**config.mk**
```make
export PLATFORM = sky130hd
export DESIGN_NAME = positional_list_engine_flat
export DESIGN_NICKNAME = d
export VERILOG_FILES = /design/src/hdl/ple_pkg.sv /design/src/hdl/ple_req_if.sv /design/src/hdl/ple_rsp_if.sv /design/src/hdl/ple_ram.sv /design/src/hdl/positional_list_engine.sv /design/src/flat_wrapper.sv
export VERILOG_INCLUDE_DIRS = /design/src /design/src/hdl
export SDC_FILE = /design/constraint.sdc
export NUM_CORES = 2
export LEC_CHECK = 0
export BUFFER_PORTS_ARGS = -buffer_cell sky130_fd_sc_hd__buf_2
export CAP_MARGIN = 20
export CORE_MARGIN = 2
export CORE_UTILIZATION = 63
export CTS_CLUSTER_DIAMETER = 100
export DETAILED_ROUTE_END_ITERATION = 10
export PLACE_DENSITY_LB_ADDON = 0.05
export SETUP_SLACK_MARGIN = 0.02
export SLEW_MARGIN = 20
export SYNTH_ARGS = -nofsm -noshare
export SYNTH_HDL_FRONTEND = slang
export SYNTH_HIERARCHICAL = 1
export SYNTH_SLANG_ARGS = --single-unit
export TNS_END_PERCENT = 30
```
**constraint.sdc**
```tcl
create_clock -name clk -period 6.5 [get_ports clk]
set_clock_uncertainty 0.2 [all_clocks]
set_input_delay 0.975 -clock clk [delete_from_list [all_inputs] [get_ports clk]]
set_output_delay 0.975 -clock clk [all_outputs]
set_load 0.005 [all_outputs]
```
**src/hdl/assert_macros.svh**
```systemverilog
// Assertion macros shared by the list engine RTL.
// Depends on nothing; pulled in by the files that carry assertions.
`ifndef ASSERT_MACROS_SVH
`define ASSERT_MACROS_SVH

// Condition must hold at every clock edge outside reset.
`define ASSERT_ALWAYS(lbl, clk, rst_n, cond, msg) \
	lbl: assert property (@(posedge clk) disable iff (!rst_n) (cond)) else $error(msg);

// Same-cycle implication.
`define ASSERT_IMPLIES(lbl, clk, rst_n, ante, cons, msg) \
	lbl: assert property (@(posedge clk) disable iff (!rst_n) (ante) |-> (cons)) else $error(msg);

// Next-cycle implication.
`define ASSERT_NEXT(lbl, clk, rst_n, ante, cons, msg) \
	lbl: assert property (@(posedge clk) disable iff (!rst_n) (ante) |=> (cons)) else $error(msg);

`endif

```
**src/hdl/ple_pkg.sv**
```systemverilog
// Package for the positional list engine: field widths, defaults, op codes.
// No dependencies.
package ple_pkg;

	localparam int DEF_CAPACITY   = 64;
	localparam int DEF_WORD_WIDTH = 32;

	localparam int OP_W    = 4;
	localparam int IDX_W   = 6;
	localparam int VALUE_W = 32;
	localparam int COUNT_W = 7;

	typedef enum logic [OP_W-1:0] {
		OP_GET      = 4'd0,
		OP_SET      = 4'd1,
		OP_INSERT   = 4'd2,
		OP_DELETE   = 4'd3,
		OP_SWAP     = 4'd4,
		OP_CONTAINS = 4'd5,
		OP_CLEAR    = 4'd6,
		OP_PUSH     = 4'd7,
		OP_POP      = 4'd8
	} op_t;

endpackage

```
**src/hdl/ple_req_if.sv**
```systemverilog
// Request channel of the list engine: valid/ready plus request payload.
// Depends on ple_pkg.
interface ple_req_if import ple_pkg::*; ();
	logic               valid;
	logic               ready;
	logic [OP_W-1:0]    operation;
	logic [IDX_W-1:0]   index;
	logic [IDX_W-1:0]   second_index;
	logic [VALUE_W-1:0] value;

	modport source (output valid, operation, index, second_index, value, input ready);
	modport sink   (input valid, operation, index, second_index, value, output ready);
endinterface

```
**src/hdl/ple_rsp_if.sv**
```systemverilog
// Response channel of the list engine: valid/ready plus result payload.
// Depends on ple_pkg.
interface ple_rsp_if import ple_pkg::*; ();
	logic               valid;
	logic               ready;
	logic               status;
	logic [VALUE_W-1:0] read_value;
	logic               found;
	logic [COUNT_W-1:0] count;

	modport source (output valid, status, read_value, found, count, input ready);
	modport sink   (input valid, status, read_value, found, count, output ready);
endinterface

```
**src/hdl/ple_ram.sv**
```systemverilog
// Generic single-write, single-read RAM with registered read data.
// No dependencies.
module ple_ram #(
	parameter int WIDTH = 32,
	parameter int DEPTH = 64,
	localparam int AW = (DEPTH > 1) ? $clog2(DEPTH) : 1
) (
	input  logic             clk,
	input  logic             we,
	input  logic [AW-1:0]    waddr,
	input  logic [WIDTH-1:0] wdata,
	input  logic [AW-1:0]    raddr,
	output logic [WIDTH-1:0] rdata
);
	logic [WIDTH-1:0] mem_q [DEPTH];

	always_ff @(posedge clk) begin
		if (we) begin
			mem_q[waddr] <= wdata;
		end
		rdata <= mem_q[raddr];
	end
endmodule

```
**src/hdl/positional_list_engine.sv**
```systemverilog
// Top level of the positional list engine: sequencer around one list RAM.
// Depends on ple_pkg, ple_req_if, ple_rsp_if, ple_ram and assert_macros.svh.
//
//   req (sink): one transfer carries operation, index, second_index, value.
//   rsp (source): exactly one transfer per request with status, read_value,
//   found and count (entries in use after the request).
//   One request is in flight at a time; req.ready is high only while the
//   sequencer is idle. All list work goes through a single RAM port pair
//   (one write, one registered read per cycle), so cost scales with the
//   number of entries touched: insert/push/delete/pop with the entries moved,
//   contains and clear with the count; get, set, swap and a refused request
//   do not depend on it. req.ready returns high in the same cycle as the output
//   register loads the result. Reset: after arst_n releases, a pass writes
//   zero into every slot, with req.ready low.
//   Stall: the result sits in an output register; a new request is taken
//   while it waits, and the next result holds in the final step until the
//   output register has been taken.
module positional_list_engine import ple_pkg::*; #(
	parameter int CAPACITY   = DEF_CAPACITY,
	parameter int WORD_WIDTH = DEF_WORD_WIDTH
) (
	input logic        clk,
	input logic        arst_n,
	ple_req_if.sink    req,
	ple_rsp_if.source  rsp
);
	`include "assert_macros.svh"

	localparam int AW = $clog2(CAPACITY);
	localparam int CW = $clog2(CAPACITY + 1);
	// width wide enough for index and count compares
	localparam int EW = (CW > IDX_W) ? CW : IDX_W;

	typedef enum logic [8:0] {
		S_ZERO = 9'b000000001,
		S_IDLE = 9'b000000010,
		S_GETR = 9'b000000100,
		S_GETW = 9'b000001000,
		S_SET  = 9'b000010000,
		S_SWAP = 9'b000100000,
		S_MOVE = 9'b001000000,
		S_TAIL = 9'b010000000,
		S_FIN  = 9'b100000000
	} state_t;

	state_t                state_q;
	logic                  boot_q;
	op_t                   op_q;
	logic [AW-1:0]         pos_q, pos2_q;
	logic [WORD_WIDTH-1:0] word_q;
	logic [CW-1:0]         cnt_q;
	logic [AW-1:0]         rp_q, wp_q;
	logic [CW-1:0]         rem_q;
	logic                  pv_q;
	logic [1:0]            step_q;
	logic [WORD_WIDTH-1:0] tmp_q;
	logic                  fail_q;
	logic [WORD_WIDTH-1:0] rd_q;
	logic                  hit_q;

	logic                  rsp_valid_q;
	logic                  rsp_status_q;
	logic [VALUE_W-1:0]    rsp_read_q;
	logic                  rsp_found_q;
	logic [COUNT_W-1:0]    rsp_count_q;

	// RAM port
	logic                  ram_we;
	logic [AW-1:0]         ram_waddr, ram_raddr;
	logic [WORD_WIDTH-1:0] ram_wdata, ram_rdata;

	// request decode
	logic [WORD_WIDTH-1:0] in_word;
	logic [EW-1:0]         idx_e, idx2_e, cnt_e, cap_e, ins_pos_e, del_pos_e;
	state_t                dec_state;
	logic                  dec_fail;
	logic [AW-1:0]         dec_pos, dec_rp, dec_wp;
	logic [CW-1:0]         dec_rem;

	logic move_up;      // shift toward higher addresses' source (delete, scan)
	logic move_scan;    // contains: compare instead of write
	logic shift_ins;    // insert or push

	assign req.ready = (state_q == S_IDLE);
	assign in_word   = WORD_WIDTH'(req.value);
	assign idx_e     = EW'(req.index);
	assign idx2_e    = EW'(req.second_index);
	assign cnt_e     = EW'(cnt_q);
	assign cap_e     = EW'(CAPACITY);
	assign ins_pos_e = (op_t'(req.operation) == OP_PUSH) ? cnt_e : idx_e;
	assign del_pos_e = (op_t'(req.operation) == OP_POP) ? cnt_e - 1'b1 : idx_e;

	assign shift_ins = (op_q == OP_INSERT) || (op_q == OP_PUSH);
	assign move_scan = (op_q == OP_CONTAINS);
	assign move_up   = !shift_ins;

	always_comb begin
		dec_state = S_FIN;
		dec_fail  = 1'b1;
		dec_pos   = AW'(req.index);
		dec_rp    = '0;
		dec_wp    = '0;
		dec_rem   = '0;
		unique case (op_t'(req.operation)) inside
			OP_GET: begin
				if (idx_e < cap_e) begin
					dec_state = S_GETR;
					dec_fail  = 1'b0;
				end
			end
			OP_SET: begin
				if (idx_e < cap_e) begin
					dec_state = S_SET;
					dec_fail  = 1'b0;
				end
			end
			OP_INSERT, OP_PUSH: begin
				if (in_word != '0 && cnt_e < cap_e && ins_pos_e <= cnt_e) begin
					dec_state = S_MOVE;
					dec_fail  = 1'b0;
					dec_pos   = AW'(ins_pos_e);
					dec_rp    = AW'(cnt_e - 1'b1);
					dec_wp    = AW'(cnt_e);
					dec_rem   = CW'(cnt_e - ins_pos_e);
				end
			end
			OP_DELETE, OP_POP: begin
				if (cnt_e != '0 && del_pos_e < cnt_e) begin
					dec_state = S_MOVE;
					dec_fail  = 1'b0;
					dec_pos   = AW'(del_pos_e);
					dec_rp    = AW'(del_pos_e + 1'b1);
					dec_wp    = AW'(del_pos_e);
					dec_rem   = CW'(cnt_e - del_pos_e - 1'b1);
				end
			end
			OP_SWAP: begin
				if (idx_e < cnt_e && idx2_e < cnt_e) begin
					dec_state = S_SWAP;
					dec_fail  = 1'b0;
				end
			end
			OP_CONTAINS: begin
				dec_state = S_MOVE;
				dec_fail  = 1'b0;
				dec_rem   = cnt_q;
			end
			OP_CLEAR: begin
				dec_state = S_ZERO;
				dec_fail  = 1'b0;
				dec_rem   = cnt_q;
			end
			default: begin
				dec_state = S_FIN;
			end
		endcase
	end

	// RAM port steering per sequencer step
	always_comb begin
		ram_we    = 1'b0;
		ram_waddr = wp_q;
		ram_wdata = ram_rdata;
		ram_raddr = rp_q;
		unique case (state_q)
			S_ZERO: begin
				ram_we    = (rem_q != '0);
				ram_wdata = '0;
			end
			S_GETR: ram_raddr = pos_q;
			S_SET: begin
				ram_we    = 1'b1;
				ram_waddr = pos_q;
				ram_wdata = word_q;
			end
			S_SWAP: begin
				case (step_q)
					2'd0: ram_raddr = pos_q;
					2'd1: ram_raddr = pos2_q;
					2'd2: begin
						ram_we    = 1'b1;
						ram_waddr = pos_q;
					end
					default: begin
						ram_we    = 1'b1;
						ram_waddr = pos2_q;
						ram_wdata = tmp_q;
					end
				endcase
			end
			S_MOVE: ram_we = pv_q && !move_scan;
			S_TAIL: begin
				ram_we = 1'b1;
				if (shift_ins) begin
					ram_waddr = pos_q;
					ram_wdata = word_q;
				end else begin
					ram_waddr = AW'(cnt_q - 1'b1);
					ram_wdata = '0;
				end
			end
			default: ram_we = 1'b0;
		endcase
	end

	ple_ram #(
		.WIDTH (WORD_WIDTH),
		.DEPTH (CAPACITY)
	) u_ram (
		.clk   (clk),
		.we    (ram_we),
		.waddr (ram_waddr),
		.wdata (ram_wdata),
		.raddr (ram_raddr),
		.rdata (ram_rdata)
	);

	// sequencer
	always_ff @(posedge clk or negedge arst_n) begin
		if (!arst_n) begin
			state_q     <= S_ZERO;
			boot_q      <= 1'b1;
			cnt_q       <= '0;
			wp_q        <= '0;
			rem_q       <= CW'(CAPACITY);
			rp_q        <= '0;
			pv_q        <= 1'b0;
			step_q      <= '0;
			rsp_valid_q <= 1'b0;
		end else begin
			// output register: load from the final step, else empty on transfer
			if (state_q == S_FIN && (!rsp_valid_q || rsp.ready)) begin
				rsp_valid_q <= 1'b1;
			end else if (rsp.ready) begin
				rsp_valid_q <= 1'b0;
			end
			unique case (state_q)
				S_ZERO: begin
					if (rem_q == '0) begin
						if (boot_q) begin
							boot_q  <= 1'b0;
							state_q <= S_IDLE;
						end else begin
							cnt_q   <= '0;
							state_q <= S_FIN;
						end
					end else begin
						wp_q  <= wp_q + 1'b1;
						rem_q <= rem_q - 1'b1;
					end
				end
				S_IDLE: begin
					if (req.valid) begin
						state_q <= dec_state;
						rp_q    <= dec_rp;
						wp_q    <= dec_wp;
						rem_q   <= dec_rem;
						pv_q    <= 1'b0;
						step_q  <= '0;
					end
				end
				S_GETR: state_q <= S_GETW;
				S_GETW: state_q <= S_FIN;
				S_SET:  state_q <= S_FIN;
				S_SWAP: begin
					step_q <= step_q + 1'b1;
					if (step_q == 2'd3) begin
						state_q <= S_FIN;
					end
				end
				S_MOVE: begin
					// one read issued and one prior read retired per cycle
					if (rem_q != '0) begin
						rp_q  <= move_up ? rp_q + 1'b1 : rp_q - 1'b1;
						rem_q <= rem_q - 1'b1;
					end
					pv_q <= (rem_q != '0);
					if (pv_q) begin
						wp_q <= move_up ? wp_q + 1'b1 : wp_q - 1'b1;
					end
					if (rem_q == '0 && !pv_q) begin
						state_q <= move_scan ? S_FIN : S_TAIL;
					end
				end
				S_TAIL: begin
					cnt_q   <= shift_ins ? cnt_q + 1'b1 : cnt_q - 1'b1;
					state_q <= S_FIN;
				end
				S_FIN: begin
					if (!rsp_valid_q || rsp.ready) begin
						state_q <= S_IDLE;
					end
				end
				default: state_q <= S_IDLE;
			endcase
		end
	end

	// request fields and per-request results
	always_ff @(posedge clk) begin
		if (state_q == S_IDLE && req.valid) begin
			op_q   <= op_t'(req.operation);
			pos_q  <= dec_pos;
			pos2_q <= AW'(req.second_index);
			word_q <= in_word;
			fail_q <= dec_fail;
			rd_q   <= '0;
			hit_q  <= 1'b0;
		end
		if (state_q == S_GETW) begin
			rd_q <= ram_rdata;
		end
		if (state_q == S_SWAP && step_q == 2'd1) begin
			tmp_q <= ram_rdata;
		end
		if (state_q == S_MOVE && move_scan && pv_q && ram_rdata == word_q) begin
			hit_q <= 1'b1;
		end
		if (state_q == S_FIN && (!rsp_valid_q || rsp.ready)) begin
			rsp_status_q <= fail_q;
			rsp_read_q   <= VALUE_W'(rd_q);
			rsp_found_q  <= hit_q;
			rsp_count_q  <= COUNT_W'(cnt_q);
		end
	end

	assign rsp.valid      = rsp_valid_q;
	assign rsp.status     = rsp_status_q;
	assign rsp.read_value = rsp_read_q;
	assign rsp.found      = rsp_found_q;
	assign rsp.count      = rsp_count_q;

	`ASSERT_ALWAYS(a_cnt_bound, clk, arst_n, cnt_q <= CW'(CAPACITY), "count above capacity")
	`ASSERT_IMPLIES(a_cnt_step, clk, arst_n, cnt_q != $past(cnt_q), cnt_q == CW'($past(cnt_q) + 1'b1) || cnt_q == CW'($past(cnt_q) - 1'b1) || cnt_q == '0, "count jumped")
	`ASSERT_NEXT(a_busy_after_req, clk, arst_n, req.valid && req.ready, state_q != S_IDLE, "request left sequencer idle")
	`ASSERT_IMPLIES(a_no_rsp_boot, clk, arst_n, boot_q, !rsp_valid_q && !ram_we || state_q == S_ZERO, "activity during reset wipe")
endmodule
```
**src/flat_wrapper.sv**
```systemverilog
// flat-port wrapper written by rule: the top's interface ports become plain ports
module positional_list_engine_flat import ple_pkg::*;
#(
	parameter int CAPACITY   = DEF_CAPACITY,
	parameter int WORD_WIDTH = DEF_WORD_WIDTH
)
  (clk, arst_n, req_valid, req_operation, req_index, req_second_index, req_value, req_ready, rsp_valid, rsp_status, rsp_read_value, rsp_found, rsp_count, rsp_ready);
  ple_req_if req_i ();
  ple_rsp_if rsp_i ();
  input logic clk;
  input logic arst_n;
  input wire logic [$bits(req_i.valid)-1:0] req_valid;
  input wire logic [$bits(req_i.operation)-1:0] req_operation;
  input wire logic [$bits(req_i.index)-1:0] req_index;
  input wire logic [$bits(req_i.second_index)-1:0] req_second_index;
  input wire logic [$bits(req_i.value)-1:0] req_value;
  output wire logic [$bits(req_i.ready)-1:0] req_ready;
  output wire logic [$bits(rsp_i.valid)-1:0] rsp_valid;
  output wire logic [$bits(rsp_i.status)-1:0] rsp_status;
  output wire logic [$bits(rsp_i.read_value)-1:0] rsp_read_value;
  output wire logic [$bits(rsp_i.found)-1:0] rsp_found;
  output wire logic [$bits(rsp_i.count)-1:0] rsp_count;
  input wire logic [$bits(rsp_i.ready)-1:0] rsp_ready;
  assign req_i.valid = req_valid;
  assign req_i.operation = req_operation;
  assign req_i.index = req_index;
  assign req_i.second_index = req_second_index;
  assign req_i.value = req_value;
  assign req_ready = req_i.ready;
  assign rsp_valid = rsp_i.valid;
  assign rsp_status = rsp_i.status;
  assign rsp_read_value = rsp_i.read_value;
  assign rsp_found = rsp_i.found;
  assign rsp_count = rsp_i.count;
  assign rsp_i.ready = rsp_ready;
  positional_list_engine #(.CAPACITY(CAPACITY), .WORD_WIDTH(WORD_WIDTH)) u_core (.clk(clk), .arst_n(arst_n), .req(req_i), .rsp(rsp_i));
endmodule
```
==> results_dict.tcl <==
set metrics [dict create \
    status "finished clean" \
    clock_latency_ns 0.84 \
    ys_top_cells_by_area "edfxtp_1, mux4_2, mux2i_1" \
    vdd_drop_max_mv 0.294 \
    pwr_density_cell_nw_per_um2 434 \
    finalNetCount 4640 \
    hold_path_class "in -> async" \
    fmax_ghz 0.164 \
    synth_seq_area_share_pct 76.1 \
    wl_met1_mm 88.4 \
    critical_path_class "reg -> reg" \
    synth_async_sr_flop_share_pct 1.76 \
    relSlewSlack_pct 22.4 \
    finalHoldViolCount 0 \
    wl_met2_mm 105 \
    rsz0062_at_grt "no" \
    synth.top_cell.area_share_pct 74.2 \
    portBuffers 94 \
    grt_usage_pct 32.0 \
    power_frac_comb_pct 27.3 \
    p_clk_share_pct 28.0 \
    tns_ns 0 \
    detail-route-antenna-nets 0 \
    p_sw_share_pct 32.1 \
    min_period_ns 6.11 \
    start_util_pct 63.7 \
    synth_edf_count 2202 \
    drive_gt1_share_pct 26.8 \
    netlist_area_um2 89100 \
    endpoint_kind "flop" \
    grt_pass1_vias 44638 \
    final_cell_mix "edfxtp_1, mux4_2, clkbuf_16" \
    drtIter0Drc 6379 \
    die_x_um 380 \
    dieHeight_um 380 \
    io_pins 95 \
    wl_per_cell_um 34.7 \
    slew_violations 0 \
    leakagePower_uw 0.0313 \
    dr.pass1.iters 6 \
    root_buffer "clkbuf_16" \
    internal-power_uw 29500 \
    holdWs_ns 0.0978 \
    post-route-period-util_pct 94.0 \
    htreeDepth 4 \
    yosys_warnings 6 \
    netlist_instances 4270 \
    viasPerCell 6.92 \
    vias 45730 \
    syn2layout_area_growth_pct 12.3 \
    synth_area_per_cell_um2 20.9 \
    routed-wl-met3_mm 27.4 \
    cts_inserted_buffers 217 \
    critPathLaunchType "flop" \
    dp_hpwl_mm 131 \
    cts_resized 0 \
    ys.flop_type "edfxtp_1" \
    required_ns 6.95 \
    numClockSinks 2275 \
    grt_pass1_wl_mm 325 \
    coreArea_um2 140000 \
    overflow 0 \
    drv_cap 0 \
    cp.arrival_ns 6.56 \
    r2r_slack_ns 0.39 \
    top_layer "met4" \
    setup-violations-final 0 \
    antenna_found_initial 6 \
    fill_cells 8411 \
    worst_pin_slew_ns 1.16 \
    synth_top_area_cell "edfxtp_1" \
    drc 0 \
    ys_types 86 \
    crit_fanout 20 \
    final_common_cell "edfxtp_1" \
    clk_pin_slew_ns 0.07 \
    cts_setup_buffers 0 \
    grt_max_degree 76 \
    cts_max_path_buffers 3 \
    synth_nets 4367 \
    num_rows 137 \
    ctsHoldBuffers 0 \
    ys_seq_elements 2275 \
    sequentialPowerShare_pct 44.6 \
    drt-total-wl_mm 229 \
    die-area_um2 144000 \
    final-seq-area_um2 67800 \
    cts_tree "built" \
    multi_input_area_um2 20600 \
    power_switching_uw 14000 \
    place_congestion 0.929 \
]
==> synthesized netlist by cell type (14+ instances only) <==
| cell | number |
|---|---|
| edfxtp_1 | 2202 |
| mux4_2 | 544 |
| nor2_1 | 206 |
| clkbuf_1 | 116 |
| a21oi_1 | 110 |
| mux2i_1 | 101 |
| o22ai_1 | 85 |
| nand2_1 | 78 |
| buf_2 | 67 |
| inv_1 | 60 |
| o21ai_0 | 55 |
| ha_1 | 42 |
| and2_1 | 40 |
| dfrtp_1 | 37 |
| a222oi_1 | 36 |
| dfxtp_1 | 33 |
| o221ai_1 | 33 |
| xor2_1 | 32 |
| a22oi_1 | 30 |
| xnor2_1 | 30 |
| nor3_1 | 29 |
| buf_4 | 25 |
| nor2b_1 | 25 |
| nand3_1 | 19 |
| nand2b_1 | 18 |
| nor4_1 | 15 |
| buf_1 | 14 |
==> worst max-delay path: stages (launching register included) <==
cell,delay [ns]
dfstp_2,0.59
nor3_1,0.12
nand3b_1,0.20
nor2_1,0.08
buf_4,0.18
a21oi_1,0.49
nor2b_1,0.68
a221o_4,0.71
buf_12,0.29
buf_4,0.31
buf_4,0.31
mux4_2,0.53
nor2b_1,0.13
a21oi_1,0.05
a311oi_1,0.88
nor3_1,0.13
==> final timing paths <==
| check | from | end | depth (start not counted) |
|---|---|---|---|
| worst max register to register | u_core/state_q[0] | u_core/u_ram/rdata[8] | 15 |
| worst min-delay path | arst_n | u_core/rem_q[1] | 1 |
| max in group asynchronous | arst_n | u_core/step_q[1] | 1 |
| worst min register to register | u_core/rd_q[25] | u_core/rsp.read_value[25] | 0 |
| worst max-delay path | u_core/state_q[0] | u_core/u_ram/rdata[8] | 15 |
| min in group clk | rsp_ready | u_core/rsp.valid | 2 |
==> final cells by class <==
| type | count | area share [%] |
|---|---|---|
| Clock inverter | 112 | 0.923 |
| Tap cell | 1876 | 2.35 |
| Timing Repair Buffer | 281 | 2.19 |
| Multi-Input combinational cell | 1707 | 20.5 |
| Clock buffer | 295 | 5.99 |
| Sequential cell | 2275 | 67.8 |
| Inverter | 61 | 0.244 |
| Antenna cell | 4 | 0.0100 |
==> sequential cells by signal, summed over array words and instances, names as in the netlist, 2 cells and up <==
name / cells
u_core/rsp.read_value: 32
u_core/u_ram/rdata: 32
u_core/wp_q: 6
u_core/rem_q: 7
u_core/rd_q: 32
u_core/step_q: 2
u_core/state_q: 9
u_core/cnt_e: 7
u_core/pos2_q: 6
u_core/rp_q: 6
u_core/rsp.count: 7
u_core/tmp_q: 32
u_core/pos_q: 6
u_core/u_ram/mem_q: 2048
u_core/word_q: 32
u_core/op_q: 4
==> cell families after synthesis <==
| kind of cell | after synthesis | share of synthesized area, % |
|---|---|---|
| multiplexers | 646 | 14.9 |
| XOR/XNOR | 62 | 0.610 |
| flip-flops | 2275 | 76.1 |
| buffers and inverters | 289 | 1.47 |
| adder cells (fa/ha/maj) | 45 | 0.657 |
| AND/OR/NAND/NOR | 512 | 2.87 |
| AO/OA/AOI/OAI | 441 | 3.41 |
==> per-layer routing <==
layer	vias to the layer above	track usage, %
met5	-	0
met4	0	11.0
met3	382	7.51
met2	2844	47.7
met1	24094	47.7
li1	18410	-
==> power groups by stage <==
stage | clock [uW] | sequential [uW] | combinational, uW
global route | 12900 | 19400 | 12500
CTS | 12300 | 19300 | 11700
global placement | 0 | 19600 | 11500
finish | 12200 | 19400 | 11900
floorplan | 0 | 19300 | 6950
detailed placement | 0 | 19600 | 11700
==> through the flow <==
step	std cells	power, uW	util (%)	cell area, um2	setup slack (ns)
3_5_place_dp	6199	31300	66.6	93100	0.584
4_1_cts	6606	43400	71.5	100000	0.509
6_report	6611	43500	71.5	100000	0.392
5_1_grt	6608	44800	71.5	100000	0.0424
2_1_floorplan	4270	26200	-	89100	1.27
3_3_place_gp	6197	31100	66.5	93000	0.661
(Power assumes the default switching activity.)
